==> src/sv/mdp_pkg.sv <==
`timescale 1ns / 1ps
// ----------------------------------------------------------------------------
// mdp_pkg: shared types and constants of the midpoint displacement pass
// Holds the controller/datapath command and status bundles, the register map
// and the shrink fraction table selected by variance_mode.
// ----------------------------------------------------------------------------
package mdp_pkg;

	// register map (index = byte address / 4)
	localparam logic       REG_VARIANCE_MODE = 1'b0;
	localparam logic [1:0] VARIANCE_MODE_RST = 2'd1;

	// variance_mode codes
	localparam logic [1:0] VM_LOW     = 2'd0;
	localparam logic [1:0] VM_MEDIUM  = 2'd1;
	localparam logic [1:0] VM_HIGH    = 2'd2;
	localparam logic [1:0] VM_QUARTER = 2'd3;

	// controller to datapath
	typedef struct packed {
		logic load_in;      // capture the accepted input beat
		logic div_start;    // launch the sample modulo divider
		logic save_shrink;  // latch narrowed low end and span
		logic load_mid;     // load the midpoint into the output register
		logic load_pt;      // load the original point into the output register
		logic update_prev;  // move current point into previous
	} mdp_cmd_t;

	// datapath to controller
	typedef struct packed {
		logic div_done;
		logic fin;
	} mdp_sts_t;

	// numerator of the shrink fraction
	function automatic logic [1:0] shrink_num(input logic [1:0] mode);
		logic [1:0] n;
		case (mode)
			VM_LOW:     n = 2'd2;
			VM_MEDIUM:  n = 2'd1;
			VM_HIGH:    n = 2'd0;
			VM_QUARTER: n = 2'd1;
			default:    n = 2'd0;
		endcase
		return n;
	endfunction

	// denominator of the shrink fraction
	function automatic logic [2:0] shrink_den(input logic [1:0] mode);
		logic [2:0] d;
		case (mode)
			VM_LOW:     d = 3'd5;
			VM_MEDIUM:  d = 3'd5;
			VM_HIGH:    d = 3'd1;
			VM_QUARTER: d = 3'd4;
			default:    d = 3'd1;
		endcase
		return d;
	endfunction

endpackage

==> src/sv/mdp_div.sv <==
`timescale 1ns / 1ps
// ----------------------------------------------------------------------------
// mdp_div: restoring radix-2 divider
// One quotient bit per cycle; the remainder holds after done until the next
// start.
// ----------------------------------------------------------------------------
module mdp_div #(
	parameter int DW = 16,
	parameter int VW = 13
) (
	input  logic          clk,
	input  logic          arst_n,
	input  logic          start,
	input  logic [DW-1:0] dividend,
	input  logic [VW-1:0] divisor,
	output logic          done,
	output logic [VW-1:0] rem
);

	localparam int CW = $clog2(DW + 1);

	logic [DW-1:0] quo_q;
	logic [VW-1:0] rem_q;
	logic [VW-1:0] dvs_q;
	logic [CW-1:0] cnt_q;
	logic          busy_q;
	logic          done_q;
	logic [VW:0]   trial;
	logic          fits;

	// shift in the next dividend bit and try the subtraction
	assign trial = {rem_q, quo_q[DW-1]};
	assign fits  = trial >= {1'b0, dvs_q};

	// hold control state
	always_ff @(posedge clk or negedge arst_n) begin
		if (!arst_n) begin
			busy_q <= 1'b0;
			done_q <= 1'b0;
			cnt_q  <= '0;
		end else begin
			done_q <= busy_q && (cnt_q == CW'(1));
			if (start) begin
				busy_q <= 1'b1;
				cnt_q  <= CW'(DW);
			end else if (busy_q) begin
				cnt_q <= cnt_q - CW'(1);
				if (cnt_q == CW'(1))
					busy_q <= 1'b0;
			end
		end
	end

	// advance one quotient bit per cycle
	always_ff @(posedge clk) begin
		if (start) begin
			quo_q <= dividend;
			rem_q <= '0;
			dvs_q <= divisor;
		end else if (busy_q) begin
			if (fits) begin
				rem_q <= VW'(trial - {1'b0, dvs_q});
				quo_q <= {quo_q[DW-2:0], 1'b1};
			end else begin
				rem_q <= trial[VW-1:0];
				quo_q <= {quo_q[DW-2:0], 1'b0};
			end
		end
	end

	assign done = done_q;
	assign rem  = rem_q;

endmodule

==> src/sv/mdp_dp.sv <==
`timescale 1ns / 1ps
// ----------------------------------------------------------------------------
// mdp_dp: datapath of the midpoint displacement pass
// Input and previous point registers, range narrowing, the sample divider
// and the output payload register.
// ----------------------------------------------------------------------------
module mdp_dp
	import mdp_pkg::*;
#(
	parameter int COORD_BITS  = 12,
	parameter int SAMPLE_BITS = 16
) (
	input  logic                   clk,
	input  logic                   arst_n,
	input  mdp_cmd_t               cmd,
	output mdp_sts_t               sts,
	input  logic [1:0]             variance_mode,
	input  logic [COORD_BITS-1:0]  point_x,
	input  logic [COORD_BITS-1:0]  point_y,
	input  logic [SAMPLE_BITS-1:0] random_sample,
	input  logic                   final_point,
	output logic [COORD_BITS-1:0]  out_x,
	output logic [COORD_BITS-1:0]  out_y,
	output logic                   is_midpoint,
	output logic                   run_last
);

	localparam int C  = COORD_BITS;
	localparam int VW = C + 1;
	localparam int DW = SAMPLE_BITS;
	// floor(v/5) = (v * RECIP5) >> (C+3), exact for every v below 2^(C+1)
	localparam logic [C:0] RECIP5 = (C+1)'(((64'd1 << (C + 3)) + 64'd4) / 64'd5);

	logic [C-1:0]           cur_x_q, cur_y_q, prev_x_q, prev_y_q;
	logic [SAMPLE_BITS-1:0] smp_q;
	logic                   fin_q;
	logic [C-1:0]           nlo_q;
	logic [VW-1:0]          span_q;
	logic [C-1:0]           out_x_q, out_y_q;
	logic                   is_mid_q, last_q;
	logic [C-1:0]           up_s1;
	logic [C:0]             sh_dvd_s1;

	logic [C-1:0]           lo, hi, t;
	logic [C:0]             sh_dvd, sh_qd;
	logic [2*C+1:0]         sh_prod;
	logic [C-1:0]           sh_quo;
	logic                   rem_nz;
	logic                   div_done;
	logic [VW-1:0]          rem;
	logic [C-1:0]           up;
	logic [C:0]             down;
	logic signed [C+1:0]    diff;
	logic [VW-1:0]          span;
	logic signed [C:0]      dx, dx_adj, half;
	logic [C:0]             mx;

	// capture the input beat and keep the previous point
	always_ff @(posedge clk or negedge arst_n) begin
		if (!arst_n) begin
			prev_x_q <= '0;
			prev_y_q <= '0;
		end else if (cmd.update_prev) begin
			prev_x_q <= fin_q ? '0 : cur_x_q;
			prev_y_q <= fin_q ? '0 : cur_y_q;
		end
	end

	always_ff @(posedge clk) begin
		if (cmd.load_in) begin
			cur_x_q <= point_x;
			cur_y_q <= point_y;
			smp_q   <= random_sample;
			fin_q   <= final_point;
		end
	end

	// order the heights and build the shrink dividend t*n
	assign lo     = (prev_y_q < cur_y_q) ? prev_y_q : cur_y_q;
	assign hi     = (prev_y_q < cur_y_q) ? cur_y_q : prev_y_q;
	assign t      = hi - lo;
	assign sh_dvd = {1'b0, t} * (C+1)'(shrink_num(variance_mode));

	// shrink quotient: reciprocal multiply for fifths, shift for quarters
	assign sh_prod = (2*C+2)'(sh_dvd) * (2*C+2)'(RECIP5);

	always_comb begin
		case (variance_mode)
			VM_LOW, VM_MEDIUM: sh_quo = C'(sh_prod[2*C+1:C+3]);
			VM_QUARTER:        sh_quo = C'(sh_dvd[C:2]);
			default:           sh_quo = '0;  // no shrink
		endcase
	end

	always_ff @(posedge clk) begin
		up_s1     <= sh_quo;
		sh_dvd_s1 <= sh_dvd;
	end

	// a nonzero remainder rounds the high end cut up
	assign sh_qd  = {1'b0, up_s1} * (C+1)'(shrink_den(variance_mode));
	assign rem_nz = (sh_qd != sh_dvd_s1);

	mdp_div #(
		.DW(DW),
		.VW(VW)
	) u_div (
		.clk     (clk),
		.arst_n  (arst_n),
		.start   (cmd.div_start),
		.dividend(smp_q),
		.divisor (span_q),
		.done    (div_done),
		.rem     (rem)
	);

	// floor for the low end, ceil for the high end, then the span
	assign up   = up_s1;
	assign down = {1'b0, up} + (C+1)'(rem_nz);
	assign diff = $signed({2'b00, hi}) - $signed({2'b00, lo})
	            - $signed({2'b00, up}) - $signed({1'b0, down});
	assign span = diff[C+1] ? VW'(1) : diff[C:0] + VW'(1);

	always_ff @(posedge clk) begin
		if (cmd.save_shrink) begin
			nlo_q  <= lo + up;
			span_q <= span;
		end
	end

	// midpoint x: later x minus half the gap, truncated toward zero
	assign dx     = $signed({1'b0, cur_x_q}) - $signed({1'b0, prev_x_q});
	assign dx_adj = dx + $signed({{C{1'b0}}, dx[C]});
	assign half   = dx_adj >>> 1;
	assign mx     = $unsigned($signed({1'b0, cur_x_q}) - half);

	// output payload register
	always_ff @(posedge clk) begin
		if (cmd.load_mid) begin
			out_x_q  <= mx[C-1:0];
			out_y_q  <= nlo_q + rem[C-1:0];
			is_mid_q <= 1'b1;
			last_q   <= 1'b0;
		end else if (cmd.load_pt) begin
			out_x_q  <= cur_x_q;
			out_y_q  <= cur_y_q;
			is_mid_q <= 1'b0;
			last_q   <= 1'b1;
		end
	end

	assign sts.div_done = div_done;
	assign sts.fin      = fin_q;
	assign out_x        = out_x_q;
	assign out_y        = out_y_q;
	assign is_midpoint  = is_mid_q;
	assign run_last     = last_q;

endmodule

==> src/sv/mdp_ctrl.sv <==
`timescale 1ns / 1ps
// ----------------------------------------------------------------------------
// mdp_ctrl: sequencer of the midpoint displacement pass
// Accepts a beat; when a previous point is held, narrows the height range and
// runs the sample modulo and releases the midpoint, then always the point, through the output register.
// ----------------------------------------------------------------------------
module mdp_ctrl
	import mdp_pkg::*;
(
	input  logic     clk,
	input  logic     arst_n,
	input  logic     in_valid,
	output logic     in_stall,
	output logic     out_valid,
	input  logic     out_stall,
	input  mdp_sts_t sts,
	output mdp_cmd_t cmd
);

	typedef enum logic [2:0] {
		ST_IDLE,
		ST_SHRINK,
		ST_SH_SAVE,
		ST_MD_GO,
		ST_MD_WAIT,
		ST_MID,
		ST_PT
	} state_t;

	state_t state_q;
	logic   have_prev_q;
	logic   out_valid_q;
	logic   out_free;
	logic   accept;

	assign in_stall = (state_q != ST_IDLE);
	assign accept   = in_valid && !in_stall;
	assign out_free = !out_valid_q || !out_stall;

	// decode commands from state
	always_comb begin
		cmd             = '0;
		cmd.load_in     = accept;
		cmd.div_start   = (state_q == ST_MD_GO);
		cmd.save_shrink = (state_q == ST_SH_SAVE);
		cmd.load_mid    = (state_q == ST_MID) && out_free;
		cmd.load_pt     = (state_q == ST_PT) && out_free;
		cmd.update_prev = cmd.load_pt;
	end

	// hold state, pass flag and output valid
	always_ff @(posedge clk or negedge arst_n) begin
		if (!arst_n) begin
			state_q     <= ST_IDLE;
			have_prev_q <= 1'b0;
			out_valid_q <= 1'b0;
		end else begin
			if (cmd.load_mid || cmd.load_pt)
				out_valid_q <= 1'b1;
			else if (!out_stall)
				out_valid_q <= 1'b0;

			case (state_q)
				ST_IDLE: begin
					if (accept)
						state_q <= have_prev_q ? ST_SHRINK : ST_PT;
				end
				ST_SHRINK:  state_q <= ST_SH_SAVE;
				ST_SH_SAVE: state_q <= ST_MD_GO;
				ST_MD_GO:   state_q <= ST_MD_WAIT;
				ST_MD_WAIT: begin
					if (sts.div_done)
						state_q <= ST_MID;
				end
				ST_MID: begin
					if (out_free)
						state_q <= ST_PT;
				end
				ST_PT: begin
					if (out_free) begin
						state_q     <= ST_IDLE;
						have_prev_q <= !sts.fin;
					end
				end
				default: state_q <= ST_IDLE;
			endcase
		end
	end

	assign out_valid = out_valid_q;

endmodule

==> src/sv/midpoint_displacement_pass.sv <==
`timescale 1ns / 1ps
// Flow: the first point of a pass goes from accept to the point state and on to
// the output register; a later point runs the shrink, save, divider start and
// divider wait states before its midpoint is loaded, and the point shows in the
// cycle after the midpoint is taken. A beat with a previous point runs range
// narrowing, divider start, SAMPLE_BITS radix-2 steps, handoff and output; in_stall holds off the next beat until then.
// Reset: arst_n clears the pass and the output valid and sets variance_mode to 1.
// ----------------------------------------------------------------------------
// midpoint_displacement_pass: one 1D midpoint displacement subdivision pass
// Register port, sequencer and datapath of the block.
// ----------------------------------------------------------------------------
module midpoint_displacement_pass
	import mdp_pkg::*;
#(
	parameter int COORD_BITS  = 12,
	parameter int SAMPLE_BITS = 16
) (
	input  logic                   clk,
	input  logic                   arst_n,
	input  logic                   psel,
	input  logic                   penable,
	input  logic                   pwrite,
	input  logic [2:0]             paddr,
	input  logic [31:0]            pwdata,
	output logic [31:0]            prdata,
	output logic                   pready,
	input  logic                   in_valid,
	output logic                   in_stall,
	input  logic [COORD_BITS-1:0]  point_x,
	input  logic [COORD_BITS-1:0]  point_y,
	input  logic [SAMPLE_BITS-1:0] random_sample,
	input  logic                   final_point,
	output logic                   out_valid,
	input  logic                   out_stall,
	output logic [COORD_BITS-1:0]  out_x,
	output logic [COORD_BITS-1:0]  out_y,
	output logic                   is_midpoint,
	output logic                   run_last
);

	logic [1:0] variance_mode_q;
	mdp_cmd_t   cmd;
	mdp_sts_t   sts;

	// register write on the access phase
	always_ff @(posedge clk or negedge arst_n) begin
		if (!arst_n)
			variance_mode_q <= VARIANCE_MODE_RST;
		else if (psel && penable && pwrite && (paddr[2] == REG_VARIANCE_MODE))
			variance_mode_q <= pwdata[1:0];
	end

	assign pready = 1'b1;
	assign prdata = (paddr[2] == REG_VARIANCE_MODE) ? {30'd0, variance_mode_q} : 32'd0;

	mdp_ctrl u_ctrl (
		.clk      (clk),
		.arst_n   (arst_n),
		.in_valid (in_valid),
		.in_stall (in_stall),
		.out_valid(out_valid),
		.out_stall(out_stall),
		.sts      (sts),
		.cmd      (cmd)
	);

	mdp_dp #(
		.COORD_BITS (COORD_BITS),
		.SAMPLE_BITS(SAMPLE_BITS)
	) u_dp (
		.clk          (clk),
		.arst_n       (arst_n),
		.cmd          (cmd),
		.sts          (sts),
		.variance_mode(variance_mode_q),
		.point_x      (point_x),
		.point_y      (point_y),
		.random_sample(random_sample),
		.final_point  (final_point),
		.out_x        (out_x),
		.out_y        (out_y),
		.is_midpoint  (is_midpoint),
		.run_last     (run_last)
	);

endmodule

==> config.mk <==
export PLATFORM = sky130hd
export DESIGN_NAME = midpoint_displacement_pass
export DESIGN_NICKNAME = d
export VERILOG_FILES = /design/src/sv/mdp_pkg.sv /design/src/sv/mdp_div.sv /design/src/sv/mdp_dp.sv /design/src/sv/mdp_ctrl.sv /design/src/sv/midpoint_displacement_pass.sv
export SDC_FILE = /design/constraint.sdc
export NUM_CORES = 1
export LEC_CHECK = 0
export BUFFER_PORTS_ARGS = -buffer_cell sky130_fd_sc_hd__buf_2
export CORE_MARGIN = 5
export CORE_UTILIZATION = 28
export CTS_CLUSTER_DIAMETER = 30
export DETAILED_ROUTE_END_ITERATION = 12
export PLACE_DENSITY = 0.5
export SLEW_MARGIN = 10
export SYNTH_ARGS = -nofsm -noshare
export SYNTH_HDL_FRONTEND = slang
export SYNTH_SLANG_ARGS = --single-unit
==> constraint.sdc <==
create_clock -name clk -period 12.88 [get_ports clk]
set_input_delay 1.288 -clock clk [delete_from_list [all_inputs] [get_ports clk]]
set_output_delay 1.288 -clock clk [all_outputs]
set_load 0.03 [all_outputs]
==> run summary, run 1 <==
For the worst setup path, the data required time is 13.20 ns. Setup repair after global routing left no endpoint under its margin. The most numerous cell on the critical path is inv_1. The congestion estimate from routability-driven global placement came to 0.8079.

The run gives 15910 sq um as the combined area of all synthesized cells. On the worst path, the slowest cell contributes a delay of 0.86 ns. The clock reaches the later pin of the worst-skew pair after 0.45 ns. Counting flops with an async set or reset pin after synthesis yields a share of 19.39%.

The boundary pin count was 144; the clock buffer count from CTS was 17. The max-capacitance violation count is 0. The final global-route overflow total was 0.

The layout overhead on the synthesized area was 11.00%. The kind of capture point of the worst setup path is a flop. After clock tree synthesis, the flow added hold-fix buffers numbering 0.

The number of buffers and inverters on the critical path is 7. The logs give 0 for the final max-slew violation count and 75 for the post-synthesis cell type count. Entering global routing, the biggest net connects 55 pins.

The min-delay analysis places its worst path in the category flop to flop. The routed wire length is 37360 um, and the number of gates resized after CTS is 0. Global routing used 12.22% of the available tracks. The clock net in this run drives a total of 196 sinks. In this run the vertical extent of the chip is 248.3 um. The synthesized instance count was 1702. After floorplanning, the core was divided into 87 placement rows. Of all nets on the critical path, the largest fanout is 36. The tools report the final antenna-violating net count as 0. The type of the worst setup path was flop to flop. For flop-to-flop paths, the worst setup slack is 2.43 ns. The final period demand of the worst path was 10.45 ns. The tools report the final net count as 2108. In this run the horizontal extent of the chip is 248.3 um.

The global-route wire length before repair was 60600 um. Once the clock tree was built, the setup fixing pass inserted 0 buffers. The run gives 11670 as the number of global-route vias before repair. For this run, the top clock speed supported by timing is 0.09572 GHz. The run gives 24.80% as the normalized max-slew margin.

The routed wirelength normalized by instance count is 14.71 um. In this run, synthesis inferred 119 flip-flops with an integrated enable. Synthesis inferred 196 register bits.

For the setup total negative slack, the log shows 0 ns. The core footprint is 56280 sq um. The count of buffers added on input and output ports is 80. For the pin with the worst max-slew slack, the measured transition is 1.124 ns. For the starting density of the core, the log shows 28.26%. Detailed routing inserted a total of 11570 vias. The floorplan step defined a die boundary enclosing 61670 sq um. In this run, the number of DRC markers left after iteration 0 of detailed routing was 579.

The run finished with clean final reports. Sequential elements use 33.36% of the synthesized area. The HPWL reported at the end of detailed placement is 29180 um. The clock transition at the registers of the reported paths is 0.08 ns. The H-tree was split into 4 levels. STA puts the critical path data arrival time at 10.77 ns.

The run gives 1 as the number of antenna violations at the first check in global routing. Among all stages on the critical path, the largest delay is contributed by xnor2_1. TritonCTS built the clock tree. Averaged over all synthesized cells, the footprint is 9.345 sq um. The worst clock skew on the final layout came out at 0.01193 ns. Clock tree synthesis selected as its root buffer the cell clkbuf_16.

Yosys printed 0 warnings. The cell family contributing the most delay on the critical path is adder cells. The dominant synthesized flop cell was edfxtp_1.

No sink is reached through more buffers than the 2 on the longest clock path. After detailed routing, the number of remaining DRC violations is 0. For the final number of setup-violating endpoints, the log shows 0. STA classifies the critical path startpoint as a flop. Cells with a size suffix above 1 make up 8.413% of the layout. For this run, the detailed router's first-pass iteration total came to 5.

The number of vias per cell is 4.554, and the share of the clock period used by the worst path is 81.11%. The run gives 0 as the final number of hold-violating endpoints.
## worst paths after layout
path,from,endpoint,depth (start not counted)
setup / recovery,u_dp.cur_y_q[8],u_dp.up[10],43
hold / removal,u_dp.span_q[2],u_dp.u_div.dvs_q[2],0
setup reg to reg,u_dp.cur_y_q[8],u_dp.up[10],43
hold reg to reg,u_dp.span_q[2],u_dp.u_div.dvs_q[2],0
max in group asynchronous,arst_n,u_dp.prev_x_q[8],1
min in group asynchronous,arst_n,u_dp.prev_x_q[0],1
## cell families (layout without fill, tap and decap cells)
| logic type | count (synthesis) | in the layout | share of synthesized area [%] |
|---|---|---|---|
| fa+ha+maj | 255 | 255 | 22.33 |
| compound gates | 332 | 332 | 13.05 |
| simple gates | 478 | 478 | 14.13 |
| flops | 196 | 196 | 33.36 |
| other cells | 2 | 32 | 0.04722 |
| mux | 29 | 29 | 1.904 |
| buf+inv | 261 | 313 | 6.978 |
| xor+xnor | 149 | 149 | 8.205 |
## metrics by stage
stage                     instance area [sq um]  hold slack (ns)  utilization, %  instances  setup WS (ns)
after floorplan                           16010           0.4003               -       1731          3.947
after global placement                    17060           0.4021           30.31       2507          2.544
after detailed placement                  17060           0.4045           30.31       2507          2.466
after CTS                                 17650           0.4241           31.37       2539          2.435
after global routing                      17650           0.4233           31.37       2539          1.570
final                                     17650           0.4205           31.37       2540          2.433
## routing by layer
layer | wire [um] | track usage [%] | vias to the layer above
met2 | 17510 | 20.51 | 167
met4 | 576 | 2.694 | 0
met3 | 1357 | 2.124 | 27
met5 | 0 | 0 | -
li1 | - | - | 5942
met1 | 17910 | 16.59 | 5430
## cells in the mapped netlist, drive strengths merged (5+ instances only)
master	n	share of area, %
a31oi	8	0.35
or3	8	0.31
o21a	12	0.57
o21bai	7	0.33
a21o	23	1.1
xnor2	93	5.1
a2111oi	6	0.37
inv	191	4.5
edfxtp	119	22
mux2i	22	1.4
a21boi	11	0.52
nand2b	30	1.2
mux2	7	0.50
nor3	31	0.98
buf	38	1.7
fa	48	6.0
o31ai	19	0.90
o211ai	5	0.24
clkbuf	32	0.76
nand2	181	4.3
dfxtp	39	4.9
a21oi	83	2.6
xor2	56	3.1
or2	6	0.24
nor2	100	2.4
nand3	38	1.2
and3	12	0.47
o21ai	115	3.6
dfrtp	37	5.8
nor2b	16	0.63
and2	36	1.4
ha	207	16
## sequential cells by signal, summed over array words and instances, names as in the netlist, 13 cells and up
signal            count
u_dp.u_div.quo_q     16
u_dp.span_q          13
u_dp.u_div.rem       13
u_dp.sh_dvd_s1       13
u_dp.smp_q           16
u_dp.u_div.dvs_q     13
## layout by cell type, fill, tap and decap left out, types with 5 or more instances in the layout
| cell | n |
|---|---|
| ha_1 | 207 |
| inv_1 | 191 |
| nand2_1 | 181 |
| edfxtp_1 | 119 |
| o21ai_0 | 112 |
| nor2_1 | 98 |
| xnor2_1 | 93 |
| a21oi_1 | 82 |
| buf_2 | 80 |
| xor2_1 | 56 |
| fa_1 | 48 |
| dfxtp_1 | 39 |
| nand3_1 | 38 |
| dfrtp_1 | 37 |
| and2_1 | 36 |
| nor3_1 | 31 |
| conb_1 | 31 |
| nand2b_1 | 30 |
| a21o_1 | 23 |
| mux2i_1 | 21 |
| o31ai_1 | 19 |
| clkbuf_16 | 17 |
| nor2b_1 | 16 |
| o21a_1 | 12 |
| and3_1 | 12 |
| a21boi_0 | 11 |
| buf_4 | 10 |
| or3_1 | 8 |
| o21bai_1 | 7 |
| a31oi_1 | 7 |
| mux2_2 | 7 |
| or2_2 | 6 |
| o211ai_1 | 5 |
| a2111oi_0 | 5 |
## cell type report
| class | count | area (sq um) |
|---|---|---|
| repair buffers | 90 | 475.5 |
| clock inverters | 14 | 157.7 |
| well taps | 756 | 945.9 |
| multi-input cells | 1274 | 9610 |
| fillers | 5927 | 38620 |
| clock buffers | 18 | 439.2 |
| flip-flops and latches | 196 | 5306 |
| diodes | 1 | 2.502 |
| inverters | 191 | 716.9 |
Power of run 1 is not shown: default switching activity piles up to over one toggle a cycle in this logic, so the estimate is an artifact.
==> run 2: changes to the inputs <==
--- a/config.mk
+++ b/config.mk
@@ -10,7 +10,7 @@
 export CORE_UTILIZATION = 28
 export CTS_CLUSTER_DIAMETER = 30
 export DETAILED_ROUTE_END_ITERATION = 12
-export PLACE_DENSITY = 0.5
+export PLACE_DENSITY = 0.51
 export SLEW_MARGIN = 10
 export SYNTH_ARGS = -nofsm -noshare
 export SYNTH_HDL_FRONTEND = slang
==> constraint.sdc (replaced) <==
create_clock -name clk -period 8.4 [get_ports clk]
set_input_delay 0.84 -clock clk [delete_from_list [all_inputs] [get_ports clk]]
set_output_delay 0.84 -clock clk [all_outputs]
set_load 0.03 [all_outputs]
==> run 2 against run 1 <==
- via count up 8.4%
- utilization up 4.5 points
- critical endpoint unchanged
- global-route usage up 0.94 points
- register-to-register slack worse by 2.4 ns
- critical path type unchanged
- cell area up 14%
==> run summary, run 2 (synthesized netlist as in run 1, its figures left out) <==
The family of cells with the greatest summed delay on the critical path was compound AO/OA/AOI/OAI gates (was adder cells). The minimum hold slack was 0.4193 ns (was 0.4205 ns); the total via count in the routed design was 12530 (was 11570). Starting density of the core: 28.26% (unchanged). The normalized max-slew margin is 21.78% (was 24.80%), and the worst reg2reg path depth is 45 (was 43). The global-route wire length before repair is 64890 um (was 60600 um). The number of H-tree levels is 4 (unchanged), and the layout overhead on the synthesized area is 26.84% (was 11.00%). The tools report the area used by sequential logic in the layout as 5306 sq um (unchanged). The critical path's largest stage delay was 0.50 ns (was 0.86 ns); the maximum fanout encountered on the critical timing path was 5 (was 36). The multi-input logic area was 10380 sq um (was 9610 sq um). The number of vias per cell is 4.518 (was 4.554), and the cell depth of the worst hold path is 0 (unchanged). The number of remaining DRC errors was 0 (unchanged).

The logs give 8.77 ns (was 13.20 ns) for the required arrival time at the worst endpoint and 0.05 ns (was 2.43 ns) for the setup slack of the worst register-to-register path. The clock transition at the registers of the reported paths was 0.07 ns (was 0.08 ns). The number of port buffers was 80 (unchanged); the worst clock skew on the final layout was 0.01814 ns (was 0.01193 ns). The launching element type of the critical path is a flop (unchanged).

The routed wire length is 40780 um (was 37360 um). The tools report the final max-slew violation count as 0 (unchanged). Final weighted congestion in routability-driven placement: 0.8206 (was 0.8079).

Standard cell with the maximum stage delay on the critical path: fa_1 (was xnor2_1). The number of antenna violations at the first check in global routing is 3 (was 1). The final period demand of the worst path came out at 8.349 ns (was 10.45 ns).

The boundary pin count was 144 (unchanged); the number of buffer and inverter instances along the worst setup path was 7 (unchanged). The final number of hold-violating endpoints came out at 0 (unchanged). The type of the worst setup path is flop to flop (unchanged). Share of post-route cells with drive strength above 1: 25.20% (was 8.413%). Largest registers: u_dp.smp_q: 16 flops, u_dp.u_div.quo_q: 16 flops (unchanged).

The logs give 61670 sq um (unchanged) for the overall die area and 8.72 ns (was 10.77 ns) for the data arrival time of the worst path. The tools report the core footprint as 56280 sq um (unchanged). The kind of capture point of the worst setup path was a flop (unchanged).

The worst-margin pin slew is 1.170 ns (was 1.124 ns). The most numerous cell on the critical path was inv_2 (was inv_1). Clock buffer count from CTS: 17 (unchanged). TritonCTS built the clock tree.

The DRC violation total after the first TritonRoute iteration is 459 (was 579). The routed wirelength normalized by instance count was 14.70 um (was 14.71 um). The final global-route overflow total is 0 (unchanged), and the number of global-route vias before repair is 12520 (was 11670). For the final net count, the log shows 2341 (was 2108).

Worst hold path class: flop to flop (unchanged). The height of the die came out at 248.3 um (unchanged). The tools report the master cell of the clock root buffer as clkbuf_16 (unchanged). The run finished with clean final reports. The run gives 13.16% (was 12.22%) as the total track usage. Startpoint of the worst hold path: u_dp.span_q[7] (was u_dp.span_q[2]). The end of the worst register-to-register path was u_dp.up[10] (unchanged). Final core utilization: 35.85% (was 31.37%).

The clock sink count is 196 (unchanged), and the final antenna-violating net count is 0 (unchanged). The tools report the maximum number of buffers from clock root to sink as 2 (unchanged). Leading cell type in the layout, fill and taps excluded: buf_4 (was ha_1). Most frequent cells in the layout: buf_4 (235), ha_1 (185), inv_1 (177), nand2_1 (173), edfxtp_1 (119) (was ha_1 (207), inv_1 (191), nand2_1 (181), edfxtp_1 (119), o21ai_0 (112)). The share of the clock period used by the worst path is 99.39% (was 81.11%). The worst reg2reg path startpoint was u_dp.cur_y_q[4] (was u_dp.cur_y_q[8]). Filler cell count in the final layout: 5687 (was 5927). The pin count of the biggest net entering global routing is 55 (unchanged), and the quantity of hold-fixing buffers added after cts is 0 (unchanged). The width of the chip is 248.3 um (unchanged), and the clock latency at the later pin of the worst-skew pair is 0.49 ns (was 0.45 ns). For the HPWL reported at the end of detailed placement, the log shows 30870 um (was 29180 um).

The worst min-delay path endpoint was u_dp.u_div.dvs_q[7] (was u_dp.u_div.dvs_q[2]). The run gives 5 (unchanged) as the iteration count of the initial detailed-routing pass. Setup repair after global routing could not meet its margin everywhere. The logs give 87 (unchanged) for the count of standard-cell rows and 0 (unchanged) for the max-capacitance violation count. The tools report the final number of setup-violating endpoints as 0 (unchanged). The top achievable clock speed came out at 0.1198 GHz (was 0.09572 GHz).
run 2: cell count changes in the layout (fill, tap and decap cells not counted), sizes merged:
cell | before | now
buf | 90 | 323
clkbuf | 18 | 19
clkinv | 6 | 8
clkinvlp | 1 | 0
diode | 1 | 2
inv | 198 | 196
run 2: worst max-delay path by stage:
stage	end	cells after the start	from
floorplan	u_dp.up[10]	48	u_dp.cur_y_q[10]
global placement	u_dp.up[10]	42	u_dp.cur_y_q[9]
detailed placement	u_dp.up[10]	42	u_dp.cur_y_q[9]
CTS	u_dp.up[10]	45	u_dp.cur_y_q[9]
global route	u_dp.up[10]	46	u_dp.cur_y_q[10]
finish	u_dp.up[10]	45	u_dp.cur_y_q[4]
run 2: timing repair:
action                     CTS  global route
setup endpoints to repair    9            16
hold endpoints to repair     0             0
pin swaps                   36            91
setup buffers               50            22
gates resized for setup     42           122
run 2: routing by layer:
| metal | GRT usage [%] | wire, um | up-vias |
|---|---|---|---|
| li1 | - | - | 6390 |
| met5 | 0 | 0 | - |
| met2 | 21.46 | 19140 | 161 |
| met3 | 1.942 | 1183 | 43 |
| met1 | 18.01 | 19670 | 5940 |
| met4 | 4.349 | 785 | 0 |
run 2: through the flow:
stage,instances,area [sq um],TNS [ns],setup WS (ns)
2_1_floorplan,1731,16090,0,0.01248
3_3_place_gp,2670,18350,-1.090,-0.2407
3_5_place_dp,2670,18350,-1.519,-0.2927
4_1_cts,2752,19490,0,0.0007487
5_1_grt,2773,20170,-2.156,-0.3176
6_report,2774,20170,0,0.05107
run 2: layout make-up:
class / instances / area share (%)
Multi-Input combinational cell: 1274 / 51.47
Timing Repair Buffer: 323 / 11.18
Tap cell: 756 / 4.689
Sequential cell: 196 / 26.30
Antenna cell: 2 / 0.02481
Clock inverter: 13 / 0.5892
Clock buffer: 19 / 2.195
Inverter: 191 / 3.554
run 2: worst reg2reg max path, delay by kind of cell, from the launching register on:
family | cells | cell delay [ns]
xor gates and xnor gates | 2 | 0.31
DFF | 1 | 0.40
and+or+nand+nor | 9 | 1.25
adders and majority gates | 8 | 2.67
AOI/OAI and AO/OA | 19 | 3.19
buffers and inverters | 7 | 0.44
Power of run 2 is left out for the same reason.
